<file path="config.mk">
export PLATFORM = sky130hd
export DESIGN_NAME = rrvg_phase_div
export DESIGN_NICKNAME = d
export VERILOG_FILES = /design/src/rtl/rounded_rect_vertex_gen_unit_defines.svh /design/src/rtl/rrvg_pkg.sv /design/src/rtl/rrvg_phase_div.sv
export SDC_FILE = /design/constraint.sdc
export NUM_CORES = 1
export LEC_CHECK = 0
export BUFFER_PORTS_ARGS = -buffer_cell sky130_fd_sc_hd__buf_2
export CORE_MARGIN = 2
export CORE_UTILIZATION = 45
export CTS_CLUSTER_DIAMETER = 30
export DETAILED_ROUTE_END_ITERATION = 16
export SYNTH_ARGS = -nofsm -noshare
export SYNTH_HDL_FRONTEND = slang
export SYNTH_SLANG_ARGS = --single-unit
export TNS_END_PERCENT = 50
</file>
<file path="constraint.sdc">
create_clock -name clock -period 3.1 [get_ports clock]
set_input_delay 0 -clock clock [delete_from_list [all_inputs] [get_ports clock]]
set_output_delay 0 -clock clock [all_outputs]
set_load 0.02 [all_outputs]
</file>
<file path="src/rtl/rounded_rect_vertex_gen_unit_defines.svh">
// assertion macros shared by the rtl
`ifndef ROUNDED_RECT_VERTEX_GEN_UNIT_DEFINES_SVH
`define ROUNDED_RECT_VERTEX_GEN_UNIT_DEFINES_SVH

// same-cycle implication
`define RRVG_ASSERT_IMPL(label, clk, rst, ante, cons) \
   label: assert property (@(posedge clk) disable iff (rst) (ante) |-> (cons)) \
      else $error("rrvg check failed");

// next-cycle implication
`define RRVG_ASSERT_NEXT(label, clk, rst, ante, cons) \
   label: assert property (@(posedge clk) disable iff (rst) (ante) |=> (cons)) \
      else $error("rrvg check failed");

`endif

</file>
<file path="src/rtl/rrvg_pkg.sv">
package rrvg_pkg;

   localparam int MAX_CORNER_POINTS = 256;
   localparam int CORDIC_STEPS = 16;
   localparam int QUO_BITS = 17;
   localparam int DVD_BITS = 24;
   localparam int DIV_BITS = 8;
   localparam int XY_BITS = 18;
   localparam int Z_BITS = 20;

   localparam logic [1:0] CSR_RECT_WIDTH = 2'd0;
   localparam logic [1:0] CSR_RECT_HEIGHT = 2'd1;
   localparam logic [1:0] CSR_CORNER_RADIUS = 2'd2;
   localparam logic [1:0] CSR_POINTS = 2'd3;

   localparam logic signed [XY_BITS-1:0] CORDIC_X0 = 18'sd19898;
   localparam logic [15:0] ONE_Q15 = 16'd32768;

   localparam logic [15:0] ATAN_TAB [CORDIC_STEPS] = '{
      16'd32768, 16'd19343, 16'd10221, 16'd5188, 16'd2604, 16'd1303, 16'd652, 16'd326,
      16'd163, 16'd81, 16'd41, 16'd20, 16'd10, 16'd5, 16'd3, 16'd1
   };

   // sideband that travels with each beat
   typedef struct packed {
      logic       valid;
      logic       idx_ok;
      logic       no_step;
      logic [1:0] quad;
      logic [9:0] idx;
   } side_type;

endpackage

</file>
<file path="src/rtl/rrvg_phase_div.sv">
module rrvg_phase_div (
   input  logic                                clock,
   input  logic                                reset,
   input  logic                                advance,
   input  rrvg_pkg::side_type                  side_in,
   input  logic [rrvg_pkg::DVD_BITS-1:0]       dividend,
   input  logic [rrvg_pkg::DIV_BITS-1:0]       divisor,
   output rrvg_pkg::side_type                  side_out,
   output logic [rrvg_pkg::QUO_BITS-1:0]       phase
);
   import rrvg_pkg::*;

   side_type                side_ff [QUO_BITS];
   logic [DIV_BITS-1:0]     rem_ff  [QUO_BITS];
   logic [QUO_BITS-1:0]     low_ff  [QUO_BITS];
   logic [QUO_BITS-1:0]     quo_ff  [QUO_BITS];

   // one quotient bit per stage, restoring division
   for (genvar j = 0; j < QUO_BITS; j++) begin : g_stage
      side_type                side_src;
      logic [DIV_BITS-1:0]     rem_src;
      logic [QUO_BITS-1:0]     low_src;
      logic [QUO_BITS-1:0]     quo_src;
      logic [DIV_BITS:0]       trial;
      logic                    ge;

      if (j == 0) begin : g_first
         assign side_src = side_in;
         assign rem_src  = {1'b0, dividend[DVD_BITS-1:QUO_BITS]};
         assign low_src  = dividend[QUO_BITS-1:0];
         assign quo_src  = '0;
      end else begin : g_next
         assign side_src = side_ff[j-1];
         assign rem_src  = rem_ff[j-1];
         assign low_src  = low_ff[j-1];
         assign quo_src  = quo_ff[j-1];
      end

      assign trial = {rem_src, low_src[QUO_BITS-1]};
      assign ge    = trial >= {1'b0, divisor};

      always_ff @(posedge clock) begin
         if (reset) begin
            side_ff[j].valid <= 1'b0;
         end else if (advance) begin
            side_ff[j].valid <= side_src.valid;
         end
      end

      always_ff @(posedge clock) begin
         if (advance) begin
            side_ff[j].idx_ok  <= side_src.idx_ok;
            side_ff[j].no_step <= side_src.no_step;
            side_ff[j].quad    <= side_src.quad;
            side_ff[j].idx     <= side_src.idx;
            rem_ff[j] <= ge ? DIV_BITS'(trial - {1'b0, divisor}) : trial[DIV_BITS-1:0];
            low_ff[j] <= {low_src[QUO_BITS-2:0], 1'b0};
            quo_ff[j] <= {quo_src[QUO_BITS-2:0], ge};
         end
      end
   end

   // single point per arc has no angular step
   assign side_out = side_ff[QUO_BITS-1];
   assign phase    = side_ff[QUO_BITS-1].no_step ? '0 : quo_ff[QUO_BITS-1];

endmodule

</file>
==> flow_summary.toml <==
[flow_run]
drv_cap = 0

[synth]
synth_area_leaders = "edfxtp_1 (73%), ha_1 (6.1%), mux2_2 (2.1%)"
yosys.area.top_type_share = 0.727
netlist_instances = 1667
synth-seq-cells = 672
async_reset_ff_frac = 0
ys_seq_area_frac = 0.727
syn-cell-area_um2 = 27700
synth-warning-count = 0
synth_cell_types = 64
yosysTopAreaCell = "edfxtp_1"
synthFlopType = "edfxtp_1"
syn_avg_cell_area_um2 = 16.6
synth_nets = 1869
synth_edf_count = 672

[critical_path]
cp_max_fo = 8
crit_required_ns = 3.50
crit_slowest_cell = "a41oi_4"
crit_start = "rem_ff[0][58]"
slowest_delay_ns = 0.43
path_class = "flip-flop to flip-flop"
crit_path_end_kind = "flip-flop"
timing.rr.start = "rem_ff[0][58]"
start_kind = "flip-flop"
critPathArrivalTime_ns = 2.80
critical_path.cell_chain = "ha_1 > a21o_1 > a21oi_1 > o21ai_1 > a41oi_4 > mux2_2"

[pwr]
p_int_mw = 25.2
seqPwrFrac = 0.363
pwr_density_cell_nw_per_um2 = 974
power_leakage_nw = 13.1
ir_drop_v = 0.000613
combPwrFrac = 0.196
p_sw_mw = 8.79
sw_frac_of_total = 0.259
power_frac_clock = 0.441

[die]
start_util = 0.452
core_area_um2 = 61400
fp.dieW_um = 252
dieArea_um2 = 63700
io_pins = 82
fp.dieH_um = 252
core.rowCount = 91

[route]
drt-initial-drc-count = 989
vias_per_cell = 5.11
ant_nets = 0
drc = 0
wirelength_um = 46400
wire_per_inst_um = 16.1
vias = 14690
first_pass_iters = 7

[placement]
place_congestion = 0.821
dp_slack_ns = 0.493
dp.cells = 2554
dp_hpwl_um = 27900
port_buffers = 81

[worst_hold_path]
min_from = "side_in[4]"
min_path_type = "input port to flip-flop"

[timing]
clock.fmax_ghz = 0.418
tightest_slew_ns = 0.878
holdWs_ns = 0.0579
fin_worst_skew_ns = 0.0197
finalSetupViolCount = 0
fin_crit_ns = 2.39
finalMaxSlewViolations = 0
slew_headroom = 0.414
period_share = 0.771
setup_slack_ns = 0.709
grt_setup_unrepaired = "false"
hold_viol_final = 0
fin_setup_tns_ns = 0

[cts]
cts_made_buffers = 138
post_cts_buffers = 0
cts.clk_slew.worst_paths_ns = 0.05
numClockSinks = 672
clock_latency_ns = 0.68
cts-htree-levels = 4
ctsResizeCount = 0
cts_buffer_depth = 3
cts_hold_buf = 67
root_buffer = "clkbuf_16"
cts_tree = "done"

[cells_and_area]
instances_no_fill = 2877
syn_to_final_growth_pct = 25.8
final_cell_mix = "edfxtp_1 (672), clkbuf_16 (145), ha_1 (136), o21ai_0 (80), buf_2 (80)"
layout-drive-gt1-share = 0.206
final_net_count = 2174
fin_util = 0.569
layout_commonest_cell = "edfxtp_1"

[grt]
grt_pass1_vias = 15028
grt_first_pass_wirelength_um = 75700
overflow = 0
track_usage = 0.151
grt_max_degree = 126
antenna_found_initial = 1

[outcome]
status = "finished, final reports clean"
kinds of logic after synthesis:
group / synth area share
adders and majority gates: 0.0729
and+or+nand+nor: 0.0581
buffers and inverters: 0.0123
xor gates and xnor gates: 0.0155
AOI/OAI and AO/OA: 0.0811
DFF: 0.727
muxes: 0.0328
metrics by stage:
stage,area (µm²),power [mW]
5_1_grt,34900,35.7
2_1_floorplan,27700,17.4
6_report,34900,34.0
3_5_place_dp,29400,19.1
4_1_cts,34900,34.4
3_3_place_gp,29400,18.9
area by class of cell:
cell class	count	area [µm²]
Timing Repair Buffer	177	1390
Antenna cell	1	2.50
Multi-Input combinational cell	909	7220
Tap cell	790	988
Fill cell	4708	26500
Sequential cell	672	20200
Clock buffer	157	3670
Clock inverter	97	1170
Inverter	74	278
final timing paths:
path,end,slack (ns),depth (start not counted)
max reg2reg,rem_ff[0][67],0.71,6
max,rem_ff[0][67],0.71,6
min reg2reg,quo_ff[0][108],0.40,0
min,side_ff[0][4],0.06,2
worst max-delay path: cells and delay by family (launching register included):
kind            cells  cell delay [ns]
mux                 1             0.40
flops               1             0.41
fa+ha+maj           1             0.37
compound gates      4             0.95
synthesized netlist by cell type, types with 6 or more instances:
cell type  count
mux2_2        51
xnor2_1       31
fa_1          16
nor2_1        47
and2_1        26
a21boi_0       8
a21oi_1       67
nor2b_1       44
o21ai_0       80
edfxtp_1     672
o31a_1         9
o31ai_1       13
and4_1         6
nand3_1       24
o21a_1        26
xor2_1        18
mux2i_1       26
a21o_1        30
a211oi_1      15
inv_1         74
o211ai_1       7
or4_1          8
o21ai_1        6
nor3_1        17
and3_1        10
ha_1         136
nand2_1       74
nand2b_1      23
state kept, by name, indices dropped and copies added (netlist names):
name	flops
quo_ff	153
side_ff	255
low_ff	136
rem_ff	128
per-layer routing:
metal  vias up  global-route usage  share of wire
met5         -                   0              0
met2       302               0.238           0.48
li1       7178                   -              -
met4         0              0.0648          0.020
met1      7126               0.194           0.45
met3        84              0.0457          0.047
power by group through the flow:
stage	Clock, mW	Combinational [mW]	Sequential, mW
after detailed placement	0	6.56	12.5
after CTS	15.3	6.69	12.4
final	15.0	6.68	12.3
after global routing	15.8	7.48	12.5
after global placement	0	6.37	12.5
after floorplan	0	5.15	12.3
(Power assumes the default switching activity.)
