$ cat config.mk
export PLATFORM = sky130hd
export DESIGN_NAME = rrvg_cordic
export DESIGN_NICKNAME = d
export VERILOG_FILES = /design/src/rtl/rounded_rect_vertex_gen_unit_defines.svh /design/src/rtl/rrvg_pkg.sv /design/src/rtl/rrvg_cordic.sv
export SDC_FILE = /design/constraint.sdc
export NUM_CORES = 2
export LEC_CHECK = 0
export BUFFER_PORTS_ARGS = -buffer_cell sky130_fd_sc_hd__buf_2
export CAP_MARGIN = 25
export CELL_PAD_IN_SITES_DETAIL_PLACEMENT = 2
export CELL_PAD_IN_SITES_GLOBAL_PLACEMENT = 2
export CORE_MARGIN = 4
export CORE_UTILIZATION = 25
export DETAILED_ROUTE_END_ITERATION = 16
export MAX_ROUTING_LAYER = met4
export PLACE_DENSITY = 0.55
export RECOVER_POWER = 50
export SETUP_SLACK_MARGIN = 0.3
export SYNTH_ARGS = -nofsm -noshare
export SYNTH_HDL_FRONTEND = slang
export SYNTH_SLANG_ARGS = --single-unit
$ cat constraint.sdc
create_clock -name clock -period 6.3 [get_ports clock]
set_input_delay 0.63 -clock clock [delete_from_list [all_inputs] [get_ports clock]]
set_output_delay 0.63 -clock clock [all_outputs]
set_load 0.005 [all_outputs]
$ cat src/rtl/rounded_rect_vertex_gen_unit_defines.svh
// assertion macros shared by the rtl
`ifndef ROUNDED_RECT_VERTEX_GEN_UNIT_DEFINES_SVH
`define ROUNDED_RECT_VERTEX_GEN_UNIT_DEFINES_SVH

// same-cycle implication
`define RRVG_ASSERT_IMPL(label, clk, rst, ante, cons) \
   label: assert property (@(posedge clk) disable iff (rst) (ante) |-> (cons)) \
      else $error("rrvg check failed");

// next-cycle implication
`define RRVG_ASSERT_NEXT(label, clk, rst, ante, cons) \
   label: assert property (@(posedge clk) disable iff (rst) (ante) |=> (cons)) \
      else $error("rrvg check failed");

`endif

$ cat src/rtl/rrvg_pkg.sv
package rrvg_pkg;

   localparam int MAX_CORNER_POINTS = 256;
   localparam int CORDIC_STEPS = 16;
   localparam int QUO_BITS = 17;
   localparam int DVD_BITS = 24;
   localparam int DIV_BITS = 8;
   localparam int XY_BITS = 18;
   localparam int Z_BITS = 20;

   localparam logic [1:0] CSR_RECT_WIDTH = 2'd0;
   localparam logic [1:0] CSR_RECT_HEIGHT = 2'd1;
   localparam logic [1:0] CSR_CORNER_RADIUS = 2'd2;
   localparam logic [1:0] CSR_POINTS = 2'd3;

   localparam logic signed [XY_BITS-1:0] CORDIC_X0 = 18'sd19898;
   localparam logic [15:0] ONE_Q15 = 16'd32768;

   localparam logic [15:0] ATAN_TAB [CORDIC_STEPS] = '{
      16'd32768, 16'd19343, 16'd10221, 16'd5188, 16'd2604, 16'd1303, 16'd652, 16'd326,
      16'd163, 16'd81, 16'd41, 16'd20, 16'd10, 16'd5, 16'd3, 16'd1
   };

   // sideband that travels with each beat
   typedef struct packed {
      logic       valid;
      logic       idx_ok;
      logic       no_step;
      logic [1:0] quad;
      logic [9:0] idx;
   } side_type;

endpackage

$ cat src/rtl/rrvg_cordic.sv
module rrvg_cordic (
   input  logic                            clock,
   input  logic                            reset,
   input  logic                            advance,
   input  rrvg_pkg::side_type              side_in,
   input  logic [rrvg_pkg::QUO_BITS-1:0]   phase,
   output rrvg_pkg::side_type              side_out,
   output logic [15:0]                     cos_q15,
   output logic [15:0]                     sin_q15
);
   import rrvg_pkg::*;

   side_type                   side_ff [CORDIC_STEPS];
   logic signed [XY_BITS-1:0]  x_ff    [CORDIC_STEPS];
   logic signed [XY_BITS-1:0]  y_ff    [CORDIC_STEPS];
   logic signed [Z_BITS-1:0]   z_ff    [CORDIC_STEPS];
   side_type                   side_out_ff;
   logic [15:0]                cos_ff;
   logic [15:0]                sin_ff;

   // one rotation per stage
   for (genvar i = 0; i < CORDIC_STEPS; i++) begin : g_rot
      side_type                   side_src;
      logic signed [XY_BITS-1:0]  x_src;
      logic signed [XY_BITS-1:0]  y_src;
      logic signed [Z_BITS-1:0]   z_src;
      logic signed [XY_BITS-1:0]  dx;
      logic signed [XY_BITS-1:0]  dy;
      logic signed [Z_BITS-1:0]   da;

      if (i == 0) begin : g_first
         assign side_src = side_in;
         assign x_src    = CORDIC_X0;
         assign y_src    = '0;
         assign z_src    = signed'({{(Z_BITS-QUO_BITS){1'b0}}, phase});
      end else begin : g_next
         assign side_src = side_ff[i-1];
         assign x_src    = x_ff[i-1];
         assign y_src    = y_ff[i-1];
         assign z_src    = z_ff[i-1];
      end

      assign dx = y_src >>> i;
      assign dy = x_src >>> i;
      assign da = signed'({{(Z_BITS-16){1'b0}}, ATAN_TAB[i]});

      always_ff @(posedge clock) begin
         if (reset) begin
            side_ff[i].valid <= 1'b0;
         end else if (advance) begin
            side_ff[i].valid <= side_src.valid;
         end
      end

      always_ff @(posedge clock) begin
         if (advance) begin
            side_ff[i].idx_ok  <= side_src.idx_ok;
            side_ff[i].no_step <= side_src.no_step;
            side_ff[i].quad    <= side_src.quad;
            side_ff[i].idx     <= side_src.idx;
            if (!z_src[Z_BITS-1]) begin
               x_ff[i] <= x_src - dx;
               y_ff[i] <= y_src + dy;
               z_ff[i] <= z_src - da;
            end else begin
               x_ff[i] <= x_src + dx;
               y_ff[i] <= y_src - dy;
               z_ff[i] <= z_src + da;
            end
         end
      end
   end

   // clamp to [0, 1.0] in q1.15
   function automatic logic [15:0] clamp_q15(input logic signed [XY_BITS-1:0] v);
      logic [15:0] res;
      if (v[XY_BITS-1]) begin
         res = '0;
      end else if (v > signed'({2'b00, ONE_Q15})) begin
         res = ONE_Q15;
      end else begin
         res = v[15:0];
      end
      return res;
   endfunction

   always_ff @(posedge clock) begin
      if (reset) begin
         side_out_ff.valid <= 1'b0;
      end else if (advance) begin
         side_out_ff.valid <= side_ff[CORDIC_STEPS-1].valid;
      end
   end

   always_ff @(posedge clock) begin
      if (advance) begin
         side_out_ff.idx_ok  <= side_ff[CORDIC_STEPS-1].idx_ok;
         side_out_ff.no_step <= side_ff[CORDIC_STEPS-1].no_step;
         side_out_ff.quad    <= side_ff[CORDIC_STEPS-1].quad;
         side_out_ff.idx     <= side_ff[CORDIC_STEPS-1].idx;
         cos_ff <= clamp_q15(x_ff[CORDIC_STEPS-1]);
         sin_ff <= clamp_q15(y_ff[CORDIC_STEPS-1]);
      end
   end

   assign side_out = side_out_ff;
   assign cos_q15  = cos_ff;
   assign sin_q15  = sin_ff;

endmodule

==> out/metrics.yaml <==
run_status:
  status: "finished, violations left"
  violations: "capacitance limit, slew limit"
logic_synthesis:
  ys.flop_type: "edfxtp_1"
  synth.distinct_cells: 78
  synth_edf_count: 1069
  synth_top_area_share_pct: 46.48
  ys_async_sr_fraction_pct: 0
  synth_nets: 7104
  synth.avg_cell_area_um2: 11.01
  yosys-top-cells-area: "edfxtp_1 46%, ha_1 14%, xnor2_1 6.9%"
  yosys_warnings: 0
  synthCells: 6271
  synthesis.area_mm2: 0.06906
  ys_seq_elements: 1070
  yosysSeqAreaShare_pct: 46.51
  synth_top_area_cell: "edfxtp_1"
setup_path:
  cpLargestDelayFamily: "compound AO/OA/AOI/OAI gates"
  critPathArrivalTime_ns: 5.69
  crit_required_ns: 6.81
  rr_endpoint: "x_ff[0][141]"
  crit_path_end_kind: "flip-flop"
  critPathBufInv: 1
  r2r_start: "z_ff[0][139]"
  rrSetupSlack_ns: 1.12
  cp-startpoint: "z_ff[0][139]"
  worst_setup_path_start_kind: "flip-flop"
  path_depth: 12
  cpPeakStageDelay_ns: 1.37
  worstSetupEndpoint: "x_ff[0][141]"
  reg2regPathDepth: 12
  crit_fanout: 31
  path_cells: "nand2_1, clkbuf_1, o21ai_0, ha_1, a21o_1, a21oi_1, o21bai_1, a311o_1, a31oi_1, o21bai_1, a21oi_1, xnor2_1"
  crit_slowest_cell: "clkbuf_1"
  crit_type: "flip-flop to flip-flop"
placed_design:
  port_buffers: 81
  hpwl_mm: 148.6
  place_congestion: 0.7928
flow_run:
  max-cap-violations: 10
sta:
  max_freq_mhz: 193.1
  drv_slew: 470
  slew_headroom_pct: -137.1
  post-route-period-util_pct: 82.22
  fin_crit_ns: 5.180
  setup_tns_ns: 0
  tightestPinTransition_ns: 3.556
  hold_viol_final: 0
  finalClockSkew_ns: 0.08650
  finalSetupViolCount: 0
  rsz0062_at_grt: "no"
route:
  routed_wl_mm: 190.2
  drt-pass1-iter-count: 5
  drc: 0
  wl_per_cell_um: 18.50
  ant_nets: 0
  drt-initial-drc-count: 1810
  via_per_inst: 4.678
  vias: 48101
min_path:
  holdPathStages: 1
  min_path_type: "primary input to flip-flop"
floorplanning:
  die_width_um: 533.6
  dieArea_mm2: 0.2847
  core.rowCount: 192
  die_y_um: 533.6
  io_pins: 82
  start_util_pct: 25.17
  core_area_mm2: 0.2743
global_routing:
  grt_usage_pct: 13.49
  grt_max_degree: 134
  grt_overflow: 0
  grt_pass1_vias: 52846
  antenna_found_initial: 4
  grt_pass1_wl_mm: 303.1
layout:
  drive_gt1_share_pct: 5.262
  final_nets: 7326
  layout_common_cells: "1069 x edfxtp_1, 760 x ha_1, 590 x a21oi_1"
  syn2layout_area_growth_pct: 14.17
  final_core_util_pct: 28.74
  mostFrequentLayoutCell: "edfxtp_1"
clock_network:
  cts_tree: "done"
  cts_made_buffers: 146
  clock_path_buffers: 4
  clk_pin_slew_ns: 0.06
  cts-root-buf: "clkbuf_16"
  cts_max_level: 4
  post_cts_buffers: 0
  postCtsHoldBufs: 27
  ctsResizeCount: 0
  clock_latency_ns: 0.83
  cts.sink_count: 1070
==> cells in the mapped netlist, types with 14 or more instances <==
library cell	instances
nand3_1	81
and3_1	32
or3_1	44
or2_2	21
nor2_1	459
nand3b_1	14
and4_1	14
o21a_1	106
mux2i_1	23
fa_1	38
o21bai_1	70
inv_1	296
a21o_1	257
nand2_1	337
nor3_1	136
o21ai_0	319
o211ai_1	32
a31oi_1	35
clkbuf_1	80
a2111oi_0	23
nand4_1	35
xor2_1	232
a31o_2	21
xnor2_1	548
ha_1	760
nor2b_1	76
a21boi_0	21
edfxtp_1	1069
o31ai_1	43
a211oi_1	47
and2_1	72
nor4_1	27
a21oi_1	590
nand2b_1	97
==> per-stage QoR <==
| stage | std cells | area, µm² | worst slack (ns) | hold WS, ns |
|---|---|---|---|---|
| floorplan | 6271 | 69060 | 1.868 | 0.4003 |
| global placement | 10001 | 74150 | 1.247 | 0.4003 |
| detailed placement | 10003 | 74160 | 1.225 | 0.4052 |
| CTS | 10279 | 78980 | 1.824 | 0.006043 |
| global route | 10282 | 78850 | 0.8020 | 0.05379 |
| finish | 10282 | 78850 | 1.120 | 0.09848 |
==> worst reg2reg max path: stages, from the launching register on <==
cell	delay [ns]
edfxtp_1	0.47
nand2_1	0.14
clkbuf_1	1.37
o21ai_0	0.47
ha_1	0.40
a21o_1	0.17
a21oi_1	0.21
o21bai_1	0.15
a311o_1	0.45
a31oi_1	0.37
o21bai_1	0.11
a21oi_1	0.20
xnor2_1	0.39
==> worst min path at each step <==
stage	from	to	slack (ns)
after detailed placement	side_ff[0][69]	side_ff[0][84]	0.41
after CTS	side_in[11]	side_ff[0][11]	0.006
after global placement	side_ff[0][62]	side_ff[0][77]	0.40
final	side_in[11]	side_ff[0][11]	0.1
after global routing	reset	side_out[14]	0.05
after floorplan	side_ff[0][85]	side_ff[0][100]	0.40
==> per-layer routing <==
metal	vias up	track usage (%)	wire length, µm
met5	-	-	0
met4	0	3.342	4605
met1	23791	16.39	85200
met3	234	1.614	4262
li1	23714	-	-
met2	362	23.71	96100
==> layout make-up <==
cell class | instances | area [µm²]
Clock inverter | 83 | 797.0
Antenna cell | 2 | 5.005
Inverter | 302 | 1134
Sequential cell | 1070 | 32120
Clock buffer | 166 | 3750
Timing Repair Buffer | 161 | 949.7
Multi-Input combinational cell | 4812 | 35480
Fill cell | 30044 | 195500
Tap cell | 3686 | 4612
==> flip-flops by register name, summed over array words and instances, names as in the netlist <==
signal,cells
cos_q15,16
x_ff,251
z_ff,279
sin_q15,16
side_ff,240
side_out,15
y_ff,253
==> cell families after synthesis <==
group	share of synthesized area [%]
compound gates	15.75
xor+xnor	9.892
fa+ha+maj	14.87
buf+inv	2.114
flops	46.51
mux	0.4801
simple gates	10.38
Power is left out: the tool's default activity adds up to more than one toggle a clock period on the data nets, which glitch-free logic cannot reach.
